--- src/tgk_pkg.sv ---
// Shared constants and types for the transmit gate keying block.
package tgk_pkg;

   // Field widths.
   localparam int unsigned WORD_WIDTH  = 16;
   localparam int unsigned TIME_WIDTH  = 32;
   localparam int unsigned ROOM_WIDTH  = 4;
   localparam int unsigned STATE_WIDTH = 3;
   localparam int unsigned CSR_WIDTH   = 16;

   // Preamble geometry.
   localparam int unsigned PREAMBLE_LEN = 8;
   localparam int unsigned BEAT_WIDTH   = $clog2(PREAMBLE_LEN);

   // Register indexes on the configuration port.
   localparam logic CSR_KEY_UP_WAIT = 1'b0;
   localparam logic CSR_IDLE_LIMIT  = 1'b1;

   // Reset values of the configuration registers.
   localparam logic [CSR_WIDTH-1:0] KEY_UP_WAIT_RESET = 16'd50;
   localparam logic [CSR_WIDTH-1:0] IDLE_LIMIT_RESET  = 16'd10;

   typedef logic [WORD_WIDTH-1:0] word_type;

   // Fixed preamble word sequence.
   function automatic word_type preamble_word(input logic [BEAT_WIDTH-1:0] beat);
      word_type word;
      unique case (beat)
         3'd0:    word = 16'd45295;
         3'd1:    word = 16'd60807;
         3'd2:    word = 16'd26305;
         3'd3:    word = 16'd46268;
         3'd4:    word = 16'd45295;
         3'd5:    word = 16'd60807;
         3'd6:    word = 16'd45295;
         3'd7:    word = 16'd60807;
         default: word = '0;
      endcase
      return word;
   endfunction

endpackage

--- src/transmit_gate_keying_fsm_core.sv ---
// Transmit gate keying state machine with push-to-talk and preamble insertion.
//
// Each request transfer is one scheduler pass and is answered by one response
// transfer, except the pass that starts transmission, which is answered by the
// eight preamble words on eight consecutive response transfers. A request is
// held in an input register and evaluated combinationally into the response
// register, so one pass per cycle is sustained while the response side keeps
// up; while empty, the input register takes a new request even while a
// response is stalled. During the preamble the response register is busy
// with the remaining beats and the request side stalls once its input register
// is full. Configuration writes are expected only while no pass is in flight.
module transmit_gate_keying_fsm_core (
   input  logic                             clock,
   input  logic                             reset,
   // Request channel.
   input  logic                             req_valid,
   output logic                             req_stall,
   input  logic                             req_has_input,
   input  logic [tgk_pkg::WORD_WIDTH-1:0]   req_input_word,
   input  logic [tgk_pkg::ROOM_WIDTH-1:0]   req_out_room,
   input  logic                             req_pipeline_idle,
   input  logic                             req_downstream_empty,
   input  logic [tgk_pkg::TIME_WIDTH-1:0]   req_now_ms,
   // Response channel.
   output logic                             rsp_valid,
   input  logic                             rsp_stall,
   output logic [tgk_pkg::WORD_WIDTH-1:0]   rsp_out_word,
   output logic                             rsp_word_valid,
   output logic                             rsp_last_of_run,
   output logic                             rsp_consumed,
   output logic                             rsp_ptt_request,
   output logic [tgk_pkg::STATE_WIDTH-1:0]  rsp_gate_state,
   // Configuration port.
   input  logic                             csr_write_enable,
   input  logic                             csr_index,
   input  logic [tgk_pkg::CSR_WIDTH-1:0]    csr_write_data
);
   import tgk_pkg::*;

   typedef enum logic [STATE_WIDTH-1:0] {
      ST_RECEIVE      = 3'd0,
      ST_TO_RECEIVE   = 3'd1,
      ST_TO_TRANSMIT  = 3'd2,
      ST_TRANSMIT     = 3'd3,
      ST_END          = 3'd4,
      ST_WAIT_RECEIVE = 3'd5
   } phase_type;

   // Configuration registers.
   logic [CSR_WIDTH-1:0]  key_up_wait_ff;
   logic [CSR_WIDTH-1:0]  idle_limit_ff;

   // Gate state.
   phase_type             phase_ff, phase_in;
   logic [TIME_WIDTH-1:0] key_start_ff, key_start_in;
   logic [15:0]           idle_count_ff, idle_count_in;

   // Input register.
   logic                  in_valid_ff;
   logic                  in_has_input_ff;
   word_type              in_word_ff;
   logic [ROOM_WIDTH-1:0] in_room_ff;
   logic                  in_pipe_idle_ff;
   logic                  in_ds_empty_ff;
   logic [TIME_WIDTH-1:0] in_now_ff;

   // Response register and preamble sequencing.
   logic                  rsp_valid_ff;
   word_type              rsp_word_ff;
   logic                  rsp_word_valid_ff;
   logic                  rsp_last_ff;
   logic                  rsp_consumed_ff;
   logic                  rsp_ptt_ff;
   phase_type             rsp_state_ff;
   logic                  burst_ff;
   logic [BEAT_WIDTH-1:0] beat_ff;

   // Result of evaluating the held pass.
   word_type              step_word;
   logic                  step_word_valid;
   logic                  step_consumed;
   logic                  step_ptt;
   logic                  step_preamble;
   logic [TIME_WIDTH-1:0] elapsed;
   logic                  room_ok;

   logic                  rsp_load;
   logic                  step_fire;
   logic                  in_take;

   // The response register can load when empty or when its content leaves.
   assign rsp_load  = !rsp_valid_ff || !rsp_stall;
   assign step_fire = rsp_load && in_valid_ff && !burst_ff;
   assign req_stall = in_valid_ff && !step_fire;
   assign in_take   = req_valid && !req_stall;

   assign elapsed = in_now_ff - key_start_ff;
   assign room_ok = in_room_ff >= ROOM_WIDTH'(PREAMBLE_LEN);

   // One pass of the gate.
   always_comb begin
      phase_in        = phase_ff;
      key_start_in    = key_start_ff;
      idle_count_in   = idle_count_ff;
      step_word       = '0;
      step_word_valid = 1'b0;
      step_consumed   = 1'b0;
      step_ptt        = 1'b0;
      step_preamble   = 1'b0;
      unique case (phase_ff)
         ST_RECEIVE, ST_TO_RECEIVE: begin
            if (in_has_input_ff) begin
               phase_in     = ST_TO_TRANSMIT;
               key_start_in = in_now_ff;
               step_ptt     = 1'b1;
            end
         end
         ST_TO_TRANSMIT: begin
            if ((elapsed > TIME_WIDTH'(key_up_wait_ff)) && room_ok) begin
               phase_in        = ST_TRANSMIT;
               step_preamble   = 1'b1;
               step_word       = preamble_word('0);
               step_word_valid = 1'b1;
               step_consumed   = 1'b1;
            end
         end
         ST_TRANSMIT: begin
            if (in_has_input_ff) begin
               step_consumed = 1'b1;
               if (in_room_ff != '0) begin
                  step_word       = in_word_ff;
                  step_word_valid = 1'b1;
               end
            end else if (in_pipe_idle_ff && in_ds_empty_ff) begin
               idle_count_in = idle_count_ff + 16'd1;
               if (idle_count_ff > idle_limit_ff) begin
                  idle_count_in   = '0;
                  phase_in        = ST_END;
                  step_word_valid = 1'b1;
                  step_consumed   = 1'b1;
               end
            end
         end
         ST_END: begin
            if (in_ds_empty_ff) begin
               key_start_in = in_now_ff;
               phase_in     = ST_WAIT_RECEIVE;
            end
         end
         default: begin
         end
      endcase
   end

   // Configuration, gate state, input register and response register.
   always_ff @(posedge clock) begin
      if (reset) begin
         key_up_wait_ff <= KEY_UP_WAIT_RESET;
         idle_limit_ff  <= IDLE_LIMIT_RESET;
         phase_ff       <= ST_RECEIVE;
         key_start_ff   <= '0;
         idle_count_ff  <= '0;
         in_valid_ff    <= 1'b0;
         rsp_valid_ff   <= 1'b0;
         burst_ff       <= 1'b0;
         beat_ff        <= '0;
      end else begin
         if (csr_write_enable) begin
            unique case (csr_index)
               CSR_KEY_UP_WAIT: key_up_wait_ff <= csr_write_data;
               CSR_IDLE_LIMIT:  idle_limit_ff  <= csr_write_data;
               default: begin
               end
            endcase
         end

         // Input register fills on a request transfer and drains on evaluation.
         if (in_take) begin
            in_valid_ff <= 1'b1;
         end else if (step_fire) begin
            in_valid_ff <= 1'b0;
         end

         // Response register: preamble beats first, then evaluated passes.
         if (rsp_load) begin
            if (burst_ff) begin
               rsp_valid_ff <= 1'b1;
               beat_ff      <= beat_ff + 1'b1;
               if (beat_ff == BEAT_WIDTH'(PREAMBLE_LEN - 1)) begin
                  burst_ff <= 1'b0;
               end
            end else if (in_valid_ff) begin
               rsp_valid_ff  <= 1'b1;
               phase_ff      <= phase_in;
               key_start_ff  <= key_start_in;
               idle_count_ff <= idle_count_in;
               burst_ff      <= step_preamble;
               beat_ff       <= BEAT_WIDTH'(1);
            end else begin
               rsp_valid_ff <= 1'b0;
            end
         end
      end
   end

   // Input payload register.
   always_ff @(posedge clock) begin
      if (in_take) begin
         in_has_input_ff <= req_has_input;
         in_word_ff      <= req_input_word;
         in_room_ff      <= req_out_room;
         in_pipe_idle_ff <= req_pipeline_idle;
         in_ds_empty_ff  <= req_downstream_empty;
         in_now_ff       <= req_now_ms;
      end
   end

   // Response payload register.
   always_ff @(posedge clock) begin
      if (rsp_load) begin
         if (burst_ff) begin
            rsp_word_ff       <= preamble_word(beat_ff);
            rsp_word_valid_ff <= 1'b1;
            rsp_last_ff       <= (beat_ff == BEAT_WIDTH'(PREAMBLE_LEN - 1));
            rsp_consumed_ff   <= 1'b1;
            rsp_ptt_ff        <= 1'b0;
         end else if (in_valid_ff) begin
            rsp_word_ff       <= step_word;
            rsp_word_valid_ff <= step_word_valid;
            rsp_last_ff       <= !step_preamble;
            rsp_consumed_ff   <= step_consumed;
            rsp_ptt_ff        <= step_ptt;
            rsp_state_ff      <= phase_in;
         end
      end
   end

   assign rsp_valid       = rsp_valid_ff;
   assign rsp_out_word    = rsp_word_ff;
   assign rsp_word_valid  = rsp_word_valid_ff;
   assign rsp_last_of_run = rsp_last_ff;
   assign rsp_consumed    = rsp_consumed_ff;
   assign rsp_ptt_request = rsp_ptt_ff;
   assign rsp_gate_state  = rsp_state_ff;

   // A preamble in progress always has a response on the channel.
   assert property (@(posedge clock) disable iff (reset) burst_ff |-> rsp_valid_ff)
      else $error("preamble sequencing without a response held");

   // Keying responses move to the key-up wait and never consume the word.
   assert property (@(posedge clock) disable iff (reset)
      (rsp_valid_ff && rsp_ptt_ff) |->
         (rsp_state_ff == ST_TO_TRANSMIT) && !rsp_consumed_ff && !rsp_word_valid_ff)
      else $error("keying response with wrong fields");

   // A response that is not last of its run is followed by the next preamble beat.
   assert property (@(posedge clock) disable iff (reset)
      (rsp_valid_ff && !rsp_stall && !rsp_last_ff) |=> (rsp_valid_ff && rsp_word_valid_ff))
      else $error("preamble run broken");

   // No new pass is evaluated while the preamble is still being sent.
   assert property (@(posedge clock) disable iff (reset)
      burst_ff |-> !step_fire)
      else $error("pass evaluated during preamble");

endmodule

--- config.mk ---
export PLATFORM = sky130hd
export DESIGN_NAME = transmit_gate_keying_fsm_core
export DESIGN_NICKNAME = d
export VERILOG_FILES = /design/src/tgk_pkg.sv /design/src/transmit_gate_keying_fsm_core.sv
export SDC_FILE = /design/constraint.sdc
export NUM_CORES = 1
export LEC_CHECK = 0
export ABC_CLOCK_PERIOD_IN_PS = 11300
export BUFFER_PORTS_ARGS = -buffer_cell sky130_fd_sc_hd__buf_2
export CORE_MARGIN = 2
export CORE_UTILIZATION = 35
export DETAILED_ROUTE_END_ITERATION = 12
export PLACE_DENSITY = 0.48
export SLEW_MARGIN = 20
export SYNTH_ARGS = -nofsm -noshare
export SYNTH_HDL_FRONTEND = slang
export SYNTH_SLANG_ARGS = --single-unit
--- constraint.sdc ---
create_clock -name clock -period 11.3 [get_ports clock]
set_clock_uncertainty 0.1 [all_clocks]
set_input_delay 0.565 -clock clock [delete_from_list [all_inputs] [get_ports clock]]
set_output_delay 0.565 -clock clock [all_outputs]
set_load 0.05 [all_outputs]
==> metrics.txt, run 1 <==
Setup Viol. Count Final 0; clock-pin slew on the worst setup and hold paths 90 ps; Storage cell area 0.00432 mm^2; global-route wire length before repair 34900 um; cell depth of the worst setup path 19; Synth Net Count 1149; final wirelength 21700 um; worst reg2reg path endpoint rsp_out_word[2]; port buffer count 101; CTS Buffer Depth 2; Arrival @ worst endpoint about 5200 ps; clk_lat worst skew 440 ps; H-tree levels 4; WS Path Type register to register; commonest cells after routing, fill and taps aside 190 x nand2_1, 117 x a21oi_1, 101 x buf_2; post-CTS sizing 0; CTS Root Cell clkbuf_16; Bufs and invs on worst path 1; Data required, critical path 11370 ps; CP delay by family, top compound AO/OA/AOI/OAI gates; Worst Min Path Start req_input_word[1]; Post-Syn Instances 1003; Iteration-0 DRC Markers 367; GR Util All Layers 0.164; routability cong. 0.864; Fmax achieved between 0.15 and 0.2 GHz; Worst Setup End Kind register; crit-path cells inv_1 -> ha_1 -> fa_1 -> and2b_1 -> o2111ai_1 -> a2111o_1 -> nand2_1 -> nor2_1 -> xnor2_1 -> ha_1 -> nand4_1 -> nor2_1 -> a221oi_1 -> o211ai_1 -> a2111oi_0 -> nand4_1 -> nand4b_1 -> o21ai_2 -> o21ai_0; Ant. Diodes 0; Die Area approximately 0.027 mm^2; hold_ws 189 ps; fin crit period 5140 ps; Area growth syn-to-layout 15.9%; reg-to-reg setup timing slack 6160 ps; Final nets ~1200; Multi-input gate area 0.00432 mm^2; CP max stage delay between 500 and 600 ps; Hold Fails Final Rpt 0; status finished clean; RSZ-0062 raised after global routing no; CTS sink cnt 177; post-DR vias/cell 5.00; Max stage delay cell, worst path o21ai_2; DR WL/cell approximately 15 um; Max VDD drop 0.000101 V; Placed Instance Area 0.00991 mm^2; Unique masters post-synth 66; asr flop ratio synth 0; # rows 59; Fill cells between 2000 and 3000; Most used DFF post-synth dfxtp_1; Cell Area, Synth 0.00910 mm^2; Final ANT Viol Nets 0; Die Span Y 165 um; Post-CTS Setup Inserts 0; drt drc 0; maximum net fanout on the critical path 15; cells on worst reg2reg path 19; Num CTS Buffers 17; Slew Limit Fails 0; CTS tree built; Reg-to-Reg Start in_now_ff[0]; Hold Path Stages 1; pin count of the biggest net entering global routing 76; max-cap violations 0; initial core utilization 0.353; post-route cell area 0.0105 mm^2; Final Power 1.60 mW; 1st-pass router iterations 5; number of synthesized flops with an enable pin 78; Chip Width ~170 um; share of layout cells above drive strength 1 0.140; DP Wirelength ~16000 um; leakage power about 4.1 nW; post-cts hold buffer count 0; commonest non-fill, non-tap cell in the layout nand2_1; Final Cycle Share 0.455; measured slew at the worst slew-check pin approximately 850 ps; register bit total from synthesis 177; detailed-route via count 7170; Slew HR 0.435; number of global-route vias before repair 6806; Core Region 0.0258 mm^2; Syn. warnings 0; GRT overflow 0; setup TNS 0 ps; Mapped Avg Cell Area between 9 and 10 um^2; post-synthesis sequential area ratio 0.475; worst hold path type input port to register; IO Pins approximately 100; Worst Hold End in_word_ff[1]; crit start category register; Pwr Density 152 mW/mm^2; initial antenna violation count 0
[area by class of cell]
class	instances	area share
Sequential cell	177	0.410
Multi-Input combinational cell	703	0.409
Timing Repair Buffer	107	0.0522
Clock buffer	17	0.0403
Tap cell	335	0.0398
Inverter	80	0.0285
Clock inverter	15	0.0198
[sequential cells by signal, summed over array words and instances, names as in the netlist, 3 cells and up, named ones only]
signal,cells
in_now_ff,32
key_start_ff,32
idle_count_ff,16
idle_limit_ff,16
in_word_ff,16
key_up_wait_ff,16
rsp_out_word,16
in_room_ff,4
beat_ff,3
phase_ff,3
rsp_gate_state,3
[report_power, final]
part	switching (mW)	internal [mW]
clock network	0.317	0.311
registers	0.0151	0.703
logic	0.163	0.0900
[metrics by stage]
stage	setup WS, ps	std cells	util
after floorplan	6900	1003	-
after global placement	6280	1402	0.385
after detailed placement	6120	1402	0.385
after CTS	6110	1434	0.409
after global routing	5790	1434	0.409
final	6160	1434	0.409
[worst max-delay path by stage]
stage	slack [ps]	to	from
after floorplan	6900	rsp_out_word[12]	in_now_ff[0]
after global placement	6280	rsp_out_word[2]	in_now_ff[0]
after detailed placement	6120	rsp_out_word[2]	in_now_ff[0]
after CTS	6110	rsp_out_word[2]	in_now_ff[0]
after global routing	5790	rsp_out_word[15]	in_now_ff[0]
final	6160	rsp_out_word[2]	in_now_ff[0]
[synth_stat cells (all sizes together) (5+ instances only)]
library cell | n | share of area
nor3 | 14 | 0.0077
o221ai | 5 | 0.0048
o21bai | 5 | 0.0041
xor2 | 19 | 0.018
inv | 80 | 0.033
o21ai | 33 | 0.019
and2 | 7 | 0.0048
nor2b | 10 | 0.0069
and3 | 5 | 0.0034
nand4 | 25 | 0.017
nand3 | 15 | 0.0082
nor4 | 5 | 0.0034
nor2 | 67 | 0.028
buf | 10 | 0.0063
a21oi | 117 | 0.064
clkbuf | 33 | 0.014
ha | 68 | 0.093
o21a | 10 | 0.0082
a211oi | 7 | 0.0069
dfxtp | 99 | 0.22
xnor2 | 15 | 0.014
edfxtp | 78 | 0.26
nand2 | 190 | 0.078
o211ai | 7 | 0.0058
a21o | 11 | 0.0091
[logic make-up after synthesis]
group	count (synthesis)	share of synthesized area
mux	4	0.00467
flops	177	0.475
xor+xnor	34	0.0327
simple gates	359	0.175
buf+inv	123	0.0529
compound gates	237	0.164
fa+ha+maj	69	0.0957
[layer usage]
metal | vias to the layer above | wire (um) | GRT usage
met1 | 3331 | 10400 | 0.215
met3 | 25 | 859 | 0.0295
met4 | 0 | 344 | 0.0518
li1 | 3679 | - | -
met2 | 135 | 10100 | 0.275
met5 | - | 0 | 0
[worst register-to-register path: stages (launching register included)]
cell and delay (ps):
edfxtp_1 350, inv_1 50, ha_1 200, fa_1 420, and2b_1 230, o2111ai_1 210
a2111o_1 520, nand2_1 130, nor2_1 60, xnor2_1 160, ha_1 320, nand4_1 150
nor2_1 80, a221oi_1 290, o211ai_1 150, a2111oi_0 300, nand4_1 150, nand4b_1 260
o21ai_2 590, o21ai_0 160
No activity file was read; power rests on OpenSTA's default activity.
==> run 2, diff against run 1 <==
ABC_CLOCK_PERIOD_IN_PS = 4300   (was 11300)
PLACE_DENSITY = 0.5   (was 0.48)
clock period = 4.3 ns   (was 11.3 ns; I/O delays follow)
==> run 2 against run 1 <==
The run now ends with negative setup slack left. Count of clock-buffer cells in the layout stayed put. Non-clock buffer count increased by 119. Setup slack got worse by 6200 ps. Worst hold slack worse by 130 ps. Wire length grew 5.0%. Total power increased to 2.6 times the previous value. Highest routed layer unchanged.
==> metrics.txt, run 2 (synthesized netlist as in run 1, its figures left out) <==
Bufs and invs on worst path 2; Die Span Y 165 um; Chip Width 165 um; share of layout cells above drive strength 1 0.175; detailed-route via count approximately 7500; routing usage on met1 0.216; CTS Buffer Depth 2; RSZ-0062 raised after global routing yes; Final ANT Viol Nets 0; commonest cells after routing, fill and taps aside 189 x nand2_1, 116 x a21oi_1, 101 x buf_2; Fill cells 2537; H-tree levels 4; CP max stage delay 420 ps; Largest regs in_now_ff: 32 flops, key_start_ff: 32 flops; Pwr Density roughly 360 mW/mm^2; Placed Instance Area 0.0103 mm^2; final wirelength 22800 um; IO Pins 102; clock-pin slew on the worst setup and hold paths 70 ps; Logic pwr share 0.186; Final nets 1351; GRT overflow 0; Iteration-0 DRC Markers 371; commonest non-fill, non-tap cell in the layout nand2_1; drt drc 0; post-DR vias/cell 4.85; CTS tree built; gr busiest metal met2; CTS sink cnt roughly 180; met3 Use GR 0.0270; pin count of the biggest net entering global routing 49; Setup Viol. Count Final 15; DR WL/cell 14.7 um; post-route cell area 0.0116 mm^2; initial core utilization 0.353; max-cap violations 0; status complete, but fails checks; global-route wire length before repair 36800 um; Data required, critical path between 4000 and 5000 ps; worst hold path type input port to register; 1st-pass router iterations 4; DP Wirelength 16600 um; Slew HR 0.342; final worst slack -86.0 ps; Fmax achieved 0.228 GHz; clk_lat worst skew 440 ps; CP delay by family, top compound AO/OA/AOI/OAI gates; number of global-route vias before repair 7376; Clk pwr share 0.365; sw power 1.25 mW; leakage power 4.57 nW; Max stage delay cell, worst path a2111o_1; Seq pwr share 0.450; # rows 59; fin crit period 4390 ps; routability cong. 0.880; Slew Limit Fails 0; Final Cycle Share 1.02; Worst Setup End Kind register; Core Region 0.0258 mm^2; Arrival @ worst endpoint 4470 ps; Layout Utilization 0.451; Ant. Diodes 0; Hold Fails Final Rpt 0; Int Pwr about 2.9 mW; crit start category register; measured slew at the worst slew-check pin roughly 990 ps; failing checks negative setup slack; GR Util All Layers 0.172; Num CTS Buffers 17; Die Area approximately 0.027 mm^2; crit-path cells inv_2 -> ha_4 -> fa_2 -> and2b_1 -> o2111ai_2 -> a2111o_1 -> nand2_2 -> nor2_2 -> xnor2_1 -> ha_1 -> nand4_1 -> nor2_2 -> a221oi_2 -> o211ai_1 -> a2111oi_2 -> nand4_1 -> nand4b_1 -> o21ai_2 -> buf_6 -> nand2_1; WS Path Type register to register; CTS Root Cell clkbuf_16; M2 GR Usage 0.301; Max VDD drop 0.000253 V; switching share of power 0.298; maximum net fanout on the critical path 10; port buffer count 101; Area growth syn-to-layout 27.8%; initial antenna violation count 0
[run 2: cell type report]
class	instances	area, um^2	area share
clock buffers	17	425	0.0366
clock inverters	15	146	0.0126
inverters	80	300	0.0258
multi-input cells	703	4370	0.376
flip-flops and latches	177	4320	0.372
well taps	335	419	0.0360
repair buffers	226	1640	0.141
[run 2: metrics by stage]
stage          cells  hold slack (ps)  setup WS, ps  power [mW]  setup TNS (ps)
2_1_floorplan   1003              214          19.4        2.40               0
5_1_grt         1553             67.3          -435        4.42           -6280
6_report        1553             54.9         -86.0        4.20           -1010
4_1_cts         1551             31.9          -115        4.24           -1390
3_3_place_gp    1447              291          -130        2.64           -1560
3_5_place_dp    1447              293          -204        2.65           -2780
[run 2: final timing paths]
kind / from / to / slack [ps] / depth (start not counted)
max: in_now_ff[0] / rsp_out_word[7] / -90 / 20
min: rsp_stall / rsp_valid / 50 / 3
max reg2reg: in_now_ff[0] / rsp_out_word[7] / -90 / 20
min reg2reg: key_start_ff[22] / key_start_ff[22] / 360 / 2
[run 2: layer usage]
| metal | vias up | part of all wire |
|---|---|---|
| li1 | 3905 | - |
| met1 | 3490 | 0.47 |
| met2 | 105 | 0.48 |
| met3 | 27 | 0.028 |
| met4 | 0 | 0.017 |
| met5 | - | 0 |
[run 2: power by group through the flow]
stage	combinational (mW)	sequential [mW]	clock [mW]
2_1_floorplan	0.434	1.97	0
3_3_place_gp	0.719	1.92	0
3_5_place_dp	0.722	1.93	0
4_1_cts	0.776	1.89	1.58
5_1_grt	0.876	1.90	1.65
6_report	0.780	1.89	1.53
[run 2: worst reg2reg max path: cells and delay by family (launching register included)]
kind / cells / cell delay (ps)
AO/OA/AOI/OAI: 6 / 1450
flip-flops: 1 / 360
AND/OR/NAND/NOR: 8 / 1040
adder cells (fa/ha/maj): 3 / 830
XOR/XNOR: 1 / 140
buffers and inverters: 2 / 230
[run 2: what timing repair did]
action | 4_1_cts | 5_1_grt
cloned | 0 | 0
endpoints found under the setup margin | 16 | 16
gates resized for setup | 1 | 12
hold buffers | 72 | 0
endpoints found under the hold margin | 88 | 0
buffers inserted | 0 | 2
pin swaps | 1 | 5
